==> src/design/pthh_ram.sv <==
// Generic single-port-write, single-port-read RAM with registered read data.
`default_nettype none
module pthh_ram #(
  parameter int WIDTH = 16,
  parameter int DEPTH = 8
) (
  input  wire logic                     clk_i,
  input  wire logic                     we_i,
  input  wire logic [$clog2(DEPTH)-1:0] waddr_i,
  input  wire logic [WIDTH-1:0]         wdata_i,
  input  wire logic [$clog2(DEPTH)-1:0] raddr_i,
  output      logic [WIDTH-1:0]         rdata_o
);
  logic [WIDTH-1:0] mem_q [DEPTH];

  always_ff @(posedge clk_i) begin
    if (we_i) begin
      mem_q[waddr_i] <= wdata_i;
    end
    rdata_o <= mem_q[raddr_i];
  end
endmodule
`default_nettype wire

==> config.mk <==
export PLATFORM = sky130hd
export DESIGN_NAME = pthh_ram
export DESIGN_NICKNAME = d
export VERILOG_FILES = /design/src/design/pthh_ram.sv
export SDC_FILE = /design/constraint.sdc
export NUM_CORES = 1
export LEC_CHECK = 0
export ABC_CLOCK_PERIOD_IN_PS = 2300
export BUFFER_PORTS_ARGS = -buffer_cell sky130_fd_sc_hd__buf_2
export CAP_MARGIN = 15
export CELL_PAD_IN_SITES_DETAIL_PLACEMENT = 1
export CELL_PAD_IN_SITES_GLOBAL_PLACEMENT = 1
export CORE_MARGIN = 3
export CORE_UTILIZATION = 47
export DETAILED_ROUTE_END_ITERATION = 10
export PLACE_DENSITY_LB_ADDON = 0.2
export SYNTH_ARGS = -nofsm -noshare
export SYNTH_HDL_FRONTEND = slang
export SYNTH_SLANG_ARGS = --single-unit
==> constraint.sdc <==
create_clock -name clk_i -period 2.3 [get_ports clk_i]
set_clock_uncertainty 0.15 [all_clocks]
set_input_delay 0.345 -clock clk_i [delete_from_list [all_inputs] [get_ports clk_i]]
set_output_delay 0.345 -clock clk_i [all_outputs]
set_load 0.1 [all_outputs]
==> flow_summary_export.csv <==
group,metric,value,unit
logic_synthesis,ys_ff_latch,144,
sta,hold-worst-slack,0.0533,ns
floorplanning,row_count,38,
sta,setup_violations,0,
floorplanning,fp.dieW,112,um
clock_tree,cts_buffers,17,
placement,portBuffers,39,
setup_path,critPathKind,"reg -> out",
outcome,status,"complete, no violations",
sta,tightest_slew,0.513,ns
clock_tree,htree_levels,4,
clock_tree,cts.sinks,144,
setup_path,start_kind,"register",
sta,fmax,600,MHz
logic_synthesis,synthCells,214,
logic_synthesis,synthArstFlopShare,0,%
sta,setup_tns,0,ns
pwr,p_seq_share,47.4,%
route,vias_per_cell,5.43,
sta,setup_ws,0.632,ns
logic_synthesis,netlist.area_leader.share,72.6,%
floorplanning,dieHeight,112,um
grt,grt_antenna_before_repair,0,
logic_synthesis,ys.flop_type,"edfxtp_1",
floorplanning,die-area,12600,sq um
final_layout,multi_input_area,1070,sq um
route,vias,2318,
setup_path,critPathMaxStageDelay,0.43,ns
clock_tree,insertion_delay,0.41,ns
setup_path,cp_slowest_cell,"buf_2",
flow_run,cap_violations,0,
clock_tree,cts_tree,"built",
sta,slew_viol_final,0,
floorplanning,ios,40,
floorplanning,coreArea,10900,sq um
sta,period_minus_slack,1.67,ns
min_path,min_path_type,"in -> reg",
route,antenna_left,0,
pwr,total_leakage_power,2.22,nW
logic_synthesis,ys.warnings.count,0,
clock_tree,postCtsSetupRepairBufs,0,
final_layout,diodes,0,
clock_tree,cts_resized,0,
setup_path,r2r_slack,0.84,ns
logic_synthesis,synth_commonest_cells,"128 x edfxtp_1, 28 x mux4_1, 16 x dfxtp_1, 16 x mux2_2, 6 x nor2_1",
logic_synthesis,synth_fp_nets,238,
pwr,pwr_density_cell,993,nW/um^2
logic_synthesis,synth_most_common_cell,"edfxtp_1",
setup_path,cp-startpoint,"rdata_o[9]$_DFF_P_",
logic_synthesis,syn_area,5290,sq um
logic_synthesis,syn_avg_cell_area,24.7,sq um
grt,track_usage,16.2,%
pwr,peakVddDrop,553,uV
logic_synthesis,seq_area_frac_synth,78.7,%
route,first_iter_violations,95,
setup_path,path_buf_inv,1,
setup_path,reg2reg_depth,2,
route,routedWlPerCell,22.1,um
final_layout,fill_cells,933,
setup_path,crit_cells,1,
clock_tree,cts_root_buf,"clkbuf_16",
final_layout,drive_above_1_share,35.2,%
pwr,swShare,21.7,%
floorplanning,start_util,48.4,%
grt,grt_overflow,0,
grt,grt_first_pass_wirelength,14.6,mm
setup_path,cpLargestDelayFamily,"buffers and inverters",
placement,hpwlAfterDp,4.90,mm
setup_path,r2r-end,"rdata_o[8]$_DFF_P_",
setup_path,cp_max_fo,1,
setup_path,endpoint,"rdata_o[9]",
sta,rsz0062_at_grt,"no",
pwr,intPower,4.92,mW
logic_synthesis,ys_types,12,
pwr,p_sw,1.37,mW
setup_path,cp_cell_sequence,"buf_2",
sta,fin_crit_sh,72.5,%
setup_path,regToRegStartpoint,"mem_q[1][8]$_DFFE_PP_",
grt,first_global_vias,2498,
final_layout,final-seq-area,4160,sq um
clock_tree,ctsHoldBuffers,0,
route,wirelength,9.44,mm
setup_path,crit_arrival,1.17,ns
clock_tree,cts_buffer_depth,2,
setup_path,endpoint_kind,"output pin",
final_layout,areaGrowthSynthToFinish,19.5,%
sta,maxSlewHeadroom,65.8,%
pwr,pwr-share-clk,44.7,%
route,drc,0,
placement,globalplace.congestion,0.664,
logic_synthesis,yosys.area.top_type,"edfxtp_1",
clock_tree,clk_pin_slew_worst_paths,0.06,ns
sta,hold_viol_final,0,
grt,grt_start_max_net_pins,33,
setup_path,cp.required,1.80,ns
route,first_pass_iters,4,
placement,detailedPlace.worstSlack,0.443,ns
pwr,combPwrFrac,7.8,%
logic_synthesis,synth_edf_count,128,
logic_synthesis,yosys-top-cells-area,"edfxtp_1 73%, mux4_1 14%, dfxtp_1 6.1%, mux2_2 3.4%, mux4_2 1.7%",
final_layout,layout.nets,298,
how the worst min path moves through the flow:
stage	cells after the start	from	slack, ns	end
finish	1	wdata_i[2]	0.05	mem_q[3][2]$_DFFE_PP_
global placement	1	wdata_i[5]	0.46	mem_q[0][5]$_DFFE_PP_
detailed placement	1	wdata_i[10]	0.47	mem_q[3][10]$_DFFE_PP_
floorplan	0	wdata_i[0]	0.29	mem_q[0][0]$_DFFE_PP_
global route	1	wdata_i[11]	0.06	mem_q[3][11]$_DFFE_PP_
CTS	1	wdata_i[10]	0.04	mem_q[0][10]$_DFFE_PP_
registers in the layout, summed over array words and instances, names as in the netlist:
| register | count |
|---|---|
| mem_q | 128 |
| rdata_o | 16 |
kinds of logic after synthesis:
kind of cell           count (synthesis)  synth area share (%)
AND/OR/NAND/NOR                       13                  1.11
buffers and inverters                  9                  1.23
multiplexers                          48                  19.0
flip-flops                           144                  78.7
cell type report:
class	count	area share (%)
Clock inverter	13	2.65
Clock buffer	19	7.00
Timing Repair Buffer	50	4.79
Multi-Input combinational cell	61	17.0
Sequential cell	144	65.8
Tap cell	140	2.77
routing by layer:
layer,wire length (um),vias up,global-route usage (%),part of all wire (%)
met4,156,0,6.97,1.7
met5,0,-,0,0
met3,290,14,3.88,3.1
li1,-,1040,-,-
met2,4810,46,25.8,51
met1,4190,1218,21.4,44
cells in the final DEF (no fill, tap or decap), types with 5 or more instances in the layout:
cell type / netlist / final
mux4_1: 28 / 28
dfxtp_1: 16 / 16
buf_4: 0 / 9
clkbuf_16: 0 / 17
buf_2: 0 / 39
clkinv_2: 0 / 5
nor2_1: 6 / 6
mux2_2: 16 / 16
edfxtp_1: 128 / 128
worst reg2reg max path: cells and delay by family, from the launching register on:
family | cells | cell delay (ns)
DFF | 1 | 0.38
muxes | 2 | 0.82
stage by stage:
stage | cell area (sq um) | power [mW] | instances | utilization, %
global route | 6330 | 6.49 | 427 | 57.9
detailed placement | 5720 | 3.53 | 395 | 52.3
finish | 6330 | 6.28 | 427 | 57.9
global placement | 5720 | 3.52 | 395 | 52.3
CTS | 6330 | 6.34 | 427 | 57.9
floorplan | 5290 | 3.40 | 214 | -
power by group through the flow:
stage	registers (mW)	clock network, mW	logic [mW]
after floorplan	3.25	0	0.149
after CTS	2.98	2.86	0.501
final	2.98	2.81	0.493
after detailed placement	3.03	0	0.497
after global routing	2.99	2.99	0.519
after global placement	3.03	0	0.491
Power figures use the tool's default switching activity.
