**src/design/pthh_pkg.sv**
```systemverilog
// Shared constants and types for the three-hourly to hourly interpolator.
`default_nettype none
package pthh_pkg;

  localparam int SAMPLE_W   = 16;
  localparam int FRAC_BITS  = 8;
  localparam int GUARD_BITS = 8;
  localparam int SLOPE_FRAC = FRAC_BITS + GUARD_BITS;

  localparam int DAY_SLOTS = 8;
  localparam int KNOTS     = DAY_SLOTS + 1;
  localparam int DAY_HOURS = 24;
  localparam int SLOT_W    = $clog2(DAY_SLOTS);
  localparam int KNOT_W    = $clog2(KNOTS);
  localparam int HOUR_W    = 5;
  localparam int VALUE_W   = 24;

  localparam int DIFF_W  = SAMPLE_W + 1;
  localparam int SLOPE_W = SAMPLE_W + SLOPE_FRAC + 4;
  localparam int SUM_W   = SAMPLE_W + SLOPE_FRAC + 9;

  localparam int DIV_NUM_W = 2 * SAMPLE_W + SLOPE_FRAC + 1;
  localparam int DIV_DEN_W = SAMPLE_W + 1;
  localparam int DIV_CNT_W = $clog2(DIV_NUM_W + 1);

  // divide by 27 through a reciprocal multiply after dropping the guard bits
  localparam int HX_W        = DIV_NUM_W - GUARD_BITS;
  localparam int RECIP_IN_W  = SAMPLE_W + FRAC_BITS + 5;
  localparam int RECIP_SHIFT = RECIP_IN_W + 5;
  localparam logic [RECIP_IN_W:0] RECIP_MUL =
    (RECIP_IN_W + 1)'(((64'd1 << RECIP_SHIFT) + 64'd26) / 64'd27);
  localparam logic [HX_W-1:0] HOUR_LIMIT =
    HX_W'(64'd27 << (SAMPLE_W + FRAC_BITS));

  localparam logic [DIV_NUM_W-1:0] ROUND_HALF = DIV_NUM_W'((27 << GUARD_BITS) / 2);
  localparam logic [VALUE_W-1:0]   OUT_MAX    =
    VALUE_W'((64'd1 << (SAMPLE_W + FRAC_BITS)) - 64'd1);

  typedef struct packed {
    logic                 start;
    logic [DIV_NUM_W-1:0] num;
    logic [DIV_DEN_W-1:0] den;
  } div_req_t;

  typedef struct packed {
    logic                 done;
    logic [DIV_NUM_W-1:0] quot;
  } div_rsp_t;

endpackage
`default_nettype wire

```
**src/design/pthh_div.sv**
```systemverilog
// Restoring radix-2 divider, one quotient bit per cycle.
`default_nettype none
module pthh_div (
  input  wire logic               clk_i,
  input  wire logic               rst_ni,
  input  wire pthh_pkg::div_req_t req_i,
  output      pthh_pkg::div_rsp_t rsp_o
);
  import pthh_pkg::*;

  logic [DIV_CNT_W-1:0] cnt_q;
  logic [DIV_DEN_W-1:0] rem_q;
  logic [DIV_DEN_W-1:0] den_q;
  logic [DIV_NUM_W-1:0] quo_q;
  logic                 done_q;
  logic [DIV_DEN_W:0]   trial;
  logic                 fits;

  assign trial = {rem_q, quo_q[DIV_NUM_W-1]};
  assign fits  = trial >= {1'b0, den_q};

  always_ff @(posedge clk_i or negedge rst_ni) begin
    if (!rst_ni) begin
      cnt_q  <= '0;
      done_q <= 1'b0;
    end else begin
      done_q <= 1'b0;
      if (req_i.start) begin
        cnt_q <= DIV_CNT_W'(DIV_NUM_W);
      end else if (cnt_q != '0) begin
        cnt_q <= cnt_q - 1'b1;
        if (cnt_q == DIV_CNT_W'(1)) begin
          done_q <= 1'b1;
        end
      end
    end
  end

  always_ff @(posedge clk_i) begin
    if (req_i.start) begin
      rem_q <= '0;
      den_q <= req_i.den;
      quo_q <= req_i.num;
    end else if (cnt_q != '0) begin
      rem_q <= fits ? DIV_DEN_W'(trial - {1'b0, den_q}) : trial[DIV_DEN_W-1:0];
      quo_q <= {quo_q[DIV_NUM_W-2:0], fits};
    end
  end

  assign rsp_o.done = done_q;
  assign rsp_o.quot = quo_q;
endmodule
`default_nettype wire

```
**config.mk**
```make
export PLATFORM = sky130hd
export DESIGN_NAME = pthh_div
export DESIGN_NICKNAME = d
export VERILOG_FILES = /design/src/design/pthh_pkg.sv /design/src/design/pthh_div.sv
export SDC_FILE = /design/constraint.sdc
export NUM_CORES = 1
export LEC_CHECK = 0
export CAP_MARGIN = 15
export CORE_MARGIN = 3
export CORE_UTILIZATION = 55
export DETAILED_ROUTE_END_ITERATION = 12
export DONT_BUFFER_PORTS = 1
export GPL_TIMING_DRIVEN = 0
export MAX_ROUTING_LAYER = met4
export PLACE_DENSITY = 0.77
export RECOVER_POWER = 100
export SYNTH_ARGS = -nofsm -noshare
export SYNTH_HDL_FRONTEND = slang
export SYNTH_SLANG_ARGS = --single-unit
```
**constraint.sdc**
```tcl
create_clock -name clk_i -period 2.74 [get_ports clk_i]
set_input_delay 0.548 -clock clk_i [delete_from_list [all_inputs] [get_ports clk_i]]
set_output_delay 0.548 -clock clk_i [all_outputs]
set_load 0.02 [all_outputs]
```
==> impl_metrics.json, run 1 <==
{
  "outcome": "finished, violations left",
  "failed_checks": "negative setup slack",
  "r2r_cells": 13,
  "fmax_mhz": 336,
  "r2r_start": "quo_q[48]",
  "irDropWorstVdd_mv": 0.501,
  "synth_edf_count": 66,
  "syn_area_per_cell_sq_um": 12.3,
  "synthCells": 376,
  "place_area_sq_mm": 0.00478,
  "rr_endpoint": "rem_q[7]",
  "required_ns": 2.99,
  "setup_viol": 18,
  "fin_cells": 508,
  "wl_per_cell_um": 20.9,
  "drt_first_pass_iters": 4,
  "period_needed_ns": 2.98,
  "worstPathCellList": "inv_1 -> ha_2 -> inv_2 -> fa_2 -> a21o_1 -> a221oi_4 -> o22ai_2 -> o31ai_2 -> and2_4 -> buf_12 -> buf_12 -> mux2i_1 -> o21ai_1",
  "grt_usage_pct": 22.6,
  "start_util_pct": 58.3,
  "end_kind": "flop",
  "drt-initial-drc-count": 217,
  "fin_area_sq_mm": 0.00521,
  "worst-setup-path-type": "reg2reg",
  "core.rowCount": 32,
  "path_clk_slew_ns": 0.11,
  "crit_buf_inv": 4,
  "cp_max_fo": 8,
  "clock_sinks": 90,
  "cpMostUsedCell": "buf_12",
  "dp_hpwl_mm": 7.22,
  "fin_crit_sh_pct": 109,
  "area_growth_pct": 12.7,
  "cts_max_path_buffers": 2,
  "htree_num_levels": 3,
  "dp_cells": 479,
  "wirelength_mm": 10.6,
  "drv_slew": 0,
  "ys_types": 56,
  "die_area_sq_mm": 0.00954,
  "final.setup.worst_slack_ns": -0.238,
  "diodes": 0,
  "grt_remaining_overflow": 0,
  "synth_top_cell_by_area": "edfxtp_1",
  "die-height_um": 97.7,
  "vias_per_cell": 6.26,
  "yosys_warnings": 0,
  "synth-seq-area-share_pct": 54.0,
  "grt_max_degree": 50,
  "drtAntennaViolNets": 0,
  "synth_top_flop_cell": "edfxtp_1",
  "rsz0062_at_grt": "yes",
  "fp.dieW_um": 97.7,
  "dr_total_vias": 3182,
  "hold_end": "den_q[7]",
  "syn_area_sq_mm": 0.00462,
  "core-area_sq_mm": 0.00793,
  "async_flop_share_pct": 7.78,
  "critPathSlowestCell": "edfxtp_1",
  "place.gp.congestion": 0.898,
  "synth_seq_cells": 90,
  "max_slew_margin_pct": 47.4,
  "grt_pass1_wl_mm": 16.6,
  "antenna_found_initial": 0,
  "root_buffer": "clkbuf_8",
  "worstPathArrival_ns": 3.23,
  "synth.area.top_cells": "edfxtp_1 (43%), mux2_2 (12%), dfxtp_1 (7.4%), ha_1 (5.1%), dfrtp_1 (3.8%)",
  "maxCapViolations": 0,
  "cp_slowest_stage_delay_ns": 0.55,
  "hold_path.class": "in2reg",
  "leakagePower_nw": 2.05,
  "synth_nets": 465,
  "crit_family": "compound AO/OA/AOI/OAI gates",
  "hold_viol": 0,
  "rrSetupSlack_ns": -0.24,
  "yosysTopAreaCellShare_pct": 42.9,
  "hold_depth": 0,
  "synth_common_cells": "edfxtp_1 (66), mux2_2 (48), nand2_1 (23)",
  "hold_path.startpoint": "req_i[7]",
  "start_kind": "flop",
  "io_buffers": 0,
  "cts_tree": "built",
  "drive_gt1_share_pct": 26.8,
  "fin_nets": 490,
  "yosys.cell_count.top_type": "edfxtp_1",
  "ios": 119,
  "drc": 0,
  "tightest_slew_ns": 0.787,
  "cts_buffers": 9,
  "p_per_area_mw_per_mm2": 936,
  "clk_latency_ns": 0.38,
  "grt_pass1_vias": 3322,
  "clock_skew_ns": 0.0169
}
==> timing repair <==
item | CTS | global route
setup buffers | 10 | 2
gates resized for setup | 16 | 17
endpoints found under the hold margin | 7 | 0
cloned | 2 | 0
setup endpoints to repair | 18 | 18
hold buffers | 1 | 0
pin swaps | 14 | 8
==> per-layer routing <==
metal / share of wire (%) / up-vias / GRT usage, %
li1: - / 1468 / -
met1: 40 / 1536 / 27.0
met2: 50 / 151 / 36.4
met3: 7.1 / 27 / 6.53
met4: 2.6 / 0 / 8.73
met5: 0 / - / -
==> how the worst max path moves through the flow <==
stage | from | endpoint | slack, ns | depth (start not counted)
floorplan | quo_q[48] | rem_q[7] | -0.02 | 13
global placement | req_i[66] | quo_q[12] | -0.47 | 5
detailed placement | quo_q[48] | rem_q[7] | -0.31 | 13
CTS | quo_q[48] | rem_q[7] | -0.23 | 13
global route | quo_q[48] | rem_q[7] | -0.34 | 13
finish | quo_q[48] | rem_q[7] | -0.24 | 13
==> worst register-to-register path, cell delays in order, from the launching register on <==
cell	delay (ns)
edfxtp_1	0.55
inv_1	0.11
ha_2	0.19
inv_2	0.04
fa_2	0.34
a21o_1	0.21
a221oi_4	0.29
o22ai_2	0.13
o31ai_2	0.27
and2_4	0.21
buf_12	0.14
buf_12	0.12
mux2i_1	0.19
o21ai_1	0.07
==> layout by cell type (no fill, tap or decap), types with 4 or more instances in the layout <==
cell / n
xnor2_1: 6
clkbuf_1: 10
nand2_1: 23
nand2b_1: 5
o31ai_1: 5
ha_1: 18
a21o_1: 7
dfxtp_1: 17
xor2_1: 5
nand3_2: 6
buf_4: 7
edfxtp_1: 66
o21ai_1: 4
mux2i_1: 6
dfrtp_1: 7
nor2_1: 19
o21a_1: 4
inv_1: 21
buf_6: 4
buf_12: 4
o21ai_0: 10
nor3_1: 6
mux2_2: 48
a21oi_1: 12
o311ai_2: 4
clkbuf_8: 9
nand3_1: 6
==> flip-flops by register name, indices dropped and copies added, names as in the netlist <==
register	cells
cnt_q	6
den_q	17
done_q	1
quo_q	49
rem_q	17
==> logic make-up after synthesis <==
logic type               count (synthesis)  share of synthesized area, %
buffers and inverters                   39                          4.19
XOR/XNOR                                11                          2.08
AO/OA/AOI/OAI                           74                          11.6
AND/OR/NAND/NOR                         88                          9.52
flip-flops                              90                          54.0
multiplexers                            54                          13.0
adder cells (fa/ha/maj)                 20                          5.57
==> power breakdown <==
part | total [W] | internal, W | switching [W]
registers | 0.00200 | 0.00171 | 0.000293
logic | 0.00195 | 0.000961 | 0.000990
clock network | 0.000927 | 0.000365 | 0.000562
total | 0.00488 | 0.00303 | 0.00185
==> area by class of cell <==
type	count	area, sq um
inverter	22	82.6
fill	592	2720
clock buffer	9	124
sequential	90	2500
tap	102	128
buffer	17	115
timing repair buffer	14	148
multi-input combinational	247	2040
clock inverter	7	76.3
==> stage by stage <==
step	util (%)	worst slack [ns]	hold WS (ns)	total power (W)	TNS, ns
2_1_floorplan	-	-0.0197	0.252	0.00318	-0.0221
3_3_place_gp	60.0	-0.468	0.253	0.00345	-27.64
3_5_place_dp	60.3	-0.314	0.253	0.00351	-3.62
4_1_cts	65.4	-0.231	0.247	0.00485	-3.02
5_1_grt	65.7	-0.337	0.242	0.00512	-7.55
6_report	65.7	-0.238	0.253	0.00488	-2.68
Power figures use the tool's default switching activity.
==> inputs of run 2 (changes only) <==
Settings changed: CORE_UTILIZATION 55 to 45, PLACE_DENSITY 0.77 to 0.66.
==> impl_metrics.json, run 2 (synthesis gave the netlist of run 1 again) <==
{
  "fp.dieW_um": 107,
  "dp_hpwl_mm": 7.45,
  "grt_remaining_overflow": 0,
  "fin_crit_sh_pct": 110,
  "drt_first_pass_iters": 5,
  "fin_nets": 494,
  "start_kind": "flop",
  "fmax_mhz": 332,
  "hold_depth": 0,
  "crit_start": "quo_q[48]",
  "largestRegisters": "quo_q: 49 flops, den_q: 17 flops, rem_q: 17 flops",
  "rsz0062_at_grt": "yes",
  "wirelength_mm": 10.9,
  "grt_usage_pct": 20.2,
  "path_clk_slew_ns": 0.09,
  "place_area_sq_mm": 0.00482,
  "io_buffers": 0,
  "irDropWorstVdd_mv": 0.489,
  "grt_pass1_vias": 3302,
  "rrSetupSlack_ns": -0.27,
  "grt_max_degree": 33,
  "antenna_found_initial": 0,
  "r2r_cells": 13,
  "period_needed_ns": 3.01,
  "crit_buf_inv": 4,
  "setup_viol": 18,
  "root_buffer": "clkbuf_8",
  "cts_max_path_buffers": 2,
  "hold_end": "den_q[13]",
  "hold_path.startpoint": "req_i[13]",
  "final_cell_mix": "edfxtp_1 (66), mux2_2 (48), nand2_1 (23)",
  "cp_max_fo": 7,
  "drt-initial-drc-count": 159,
  "rr_endpoint": "rem_q[7]",
  "critPathSlowestCell": "edfxtp_1",
  "hold_path.class": "in2reg",
  "cp_slowest_stage_delay_ns": 0.53,
  "final.setup.worst_slack_ns": -0.275,
  "diodes": 0,
  "place.gp.congestion": 0.923,
  "crit_cells": 13,
  "dr_total_vias": 3148,
  "fin_util_pct": 52.5,
  "cts_buffers": 9,
  "tightest_slew_ns": 0.831,
  "crit_family": "compound AO/OA/AOI/OAI gates",
  "vias_per_cell": 5.80,
  "leakagePower_nw": 2.02,
  "drc": 0,
  "grt_pass1_wl_mm": 17.4,
  "final_common_cell": "edfxtp_1",
  "cts_tree": "built",
  "dp_slack_ns": -0.362,
  "end_kind": "flop",
  "required_ns": 2.98,
  "die-height_um": 107,
  "clock_skew_ns": 0.0101,
  "htree_num_levels": 3,
  "worst-setup-path-type": "reg2reg",
  "r2r_start": "quo_q[48]",
  "drv_slew": 0,
  "regMostFlops": "quo_q",
  "worstPathArrival_ns": 3.25,
  "max_slew_margin_pct": 44.4,
  "worstPathCellList": "inv_1 -> ha_2 -> inv_2 -> fa_2 -> a21o_1 -> a221oi_4 -> o22ai_2 -> o31ai_2 -> and2_4 -> buf_12 -> buf_12 -> mux2i_1 -> o21ai_1",
  "outcome": "finished, violations left",
  "core.rowCount": 36,
  "maxCapViolations": 0,
  "failed_checks": "negative setup slack",
  "clock_sinks": 90,
  "start_util_pct": 46.9,
  "core-area_sq_mm": 0.00986,
  "drive_gt1_share_pct": 24.9,
  "clk_latency_ns": 0.37,
  "ios": 119,
  "p_per_area_mw_per_mm2": 904,
  "wl_per_cell_um": 20.0,
  "drtAntennaViolNets": 0,
  "die_area_sq_mm": 0.0115,
  "cpMostUsedCell": "buf_12",
  "hold_viol": 0,
  "largest_reg_flops": 49,
  "fin_area_sq_mm": 0.00518,
  "area_growth_pct": 12.0
}
-- run 2: changes by cell type in the layout (fill, tap and decap cells not counted), moves of 3 or more --
cell,previous run,this run
nand3_1,6,10
buf_4,7,15
inv_8,3,0
buf_6,4,1
nand3_2,6,3
clkinvlp_4,0,3
-- run 2: layer usage --
| metal | up-vias | global-route usage [%] | routed length, um |
|---|---|---|---|
| met4 | 0 | 6.94 | 236 |
| met5 | - | - | 0 |
| li1 | 1469 | - | - |
| met1 | 1511 | 24.6 | 4540 |
| met3 | 22 | 8.28 | 1050 |
| met2 | 146 | 30.6 | 5030 |
-- run 2: per-stage QoR --
stage	std cells	power, W	setup TNS, ns	hold slack (ns)
global route	543	0.00497	-5.66	0.236
detailed placement	510	0.00351	-4.85	0.253
CTS	538	0.00464	-3.91	0.243
finish	543	0.00468	-3.61	0.265
floorplan	376	0.00318	-0.0221	0.252
global placement	509	0.00347	-29.60	0.253
-- run 2: what timing repair did --
item / in CTS / in global routing
buffers inserted: 10 / 5
hold buffers: 1 / 0
gates resized for setup: 11 / 3
endpoints found under the setup margin: 18 / 18
cloned: 1 / 0
hold endpoints to repair: 7 / 0
pin swaps: 15 / 6
-- run 2: worst max-delay path by stage --
stage | endpoint | slack, ns
6_report | rem_q[7] | -0.27
5_1_grt | rem_q[8] | -0.38
4_1_cts | rem_q[7] | -0.28
3_5_place_dp | rem_q[7] | -0.36
3_3_place_gp | quo_q[4] | -0.51
2_1_floorplan | rem_q[7] | -0.02
-- run 2: power by group --
| part | switching [W] | total [W] | internal, W |
|---|---|---|---|
| Combinational | 0.000915 | 0.00186 | 0.000941 |
| Clock | 0.000503 | 0.000838 | 0.000335 |
| Sequential | 0.000284 | 0.00199 | 0.00171 |
-- run 2: layout make-up --
cell class,count,area [sq um]
clock buffer,11,131
fill,852,4690
inverter,22,82.6
multi-input combinational,247,1970
sequential,90,2500
clock inverter,5,40.0
buffer,17,111
timing repair buffer,18,178
tap,133,166
-- run 2: worst register-to-register path, cell delays in order (launching register included) --
cell and delay [ns]:
edfxtp_1 0.53, inv_1 0.11, ha_2 0.19, inv_2 0.04, fa_2 0.35, a21o_1 0.21
a221oi_4 0.29, o22ai_2 0.15, o31ai_2 0.31, and2_4 0.21, buf_12 0.14, buf_12 0.12
mux2i_1 0.19, o21ai_1 0.07
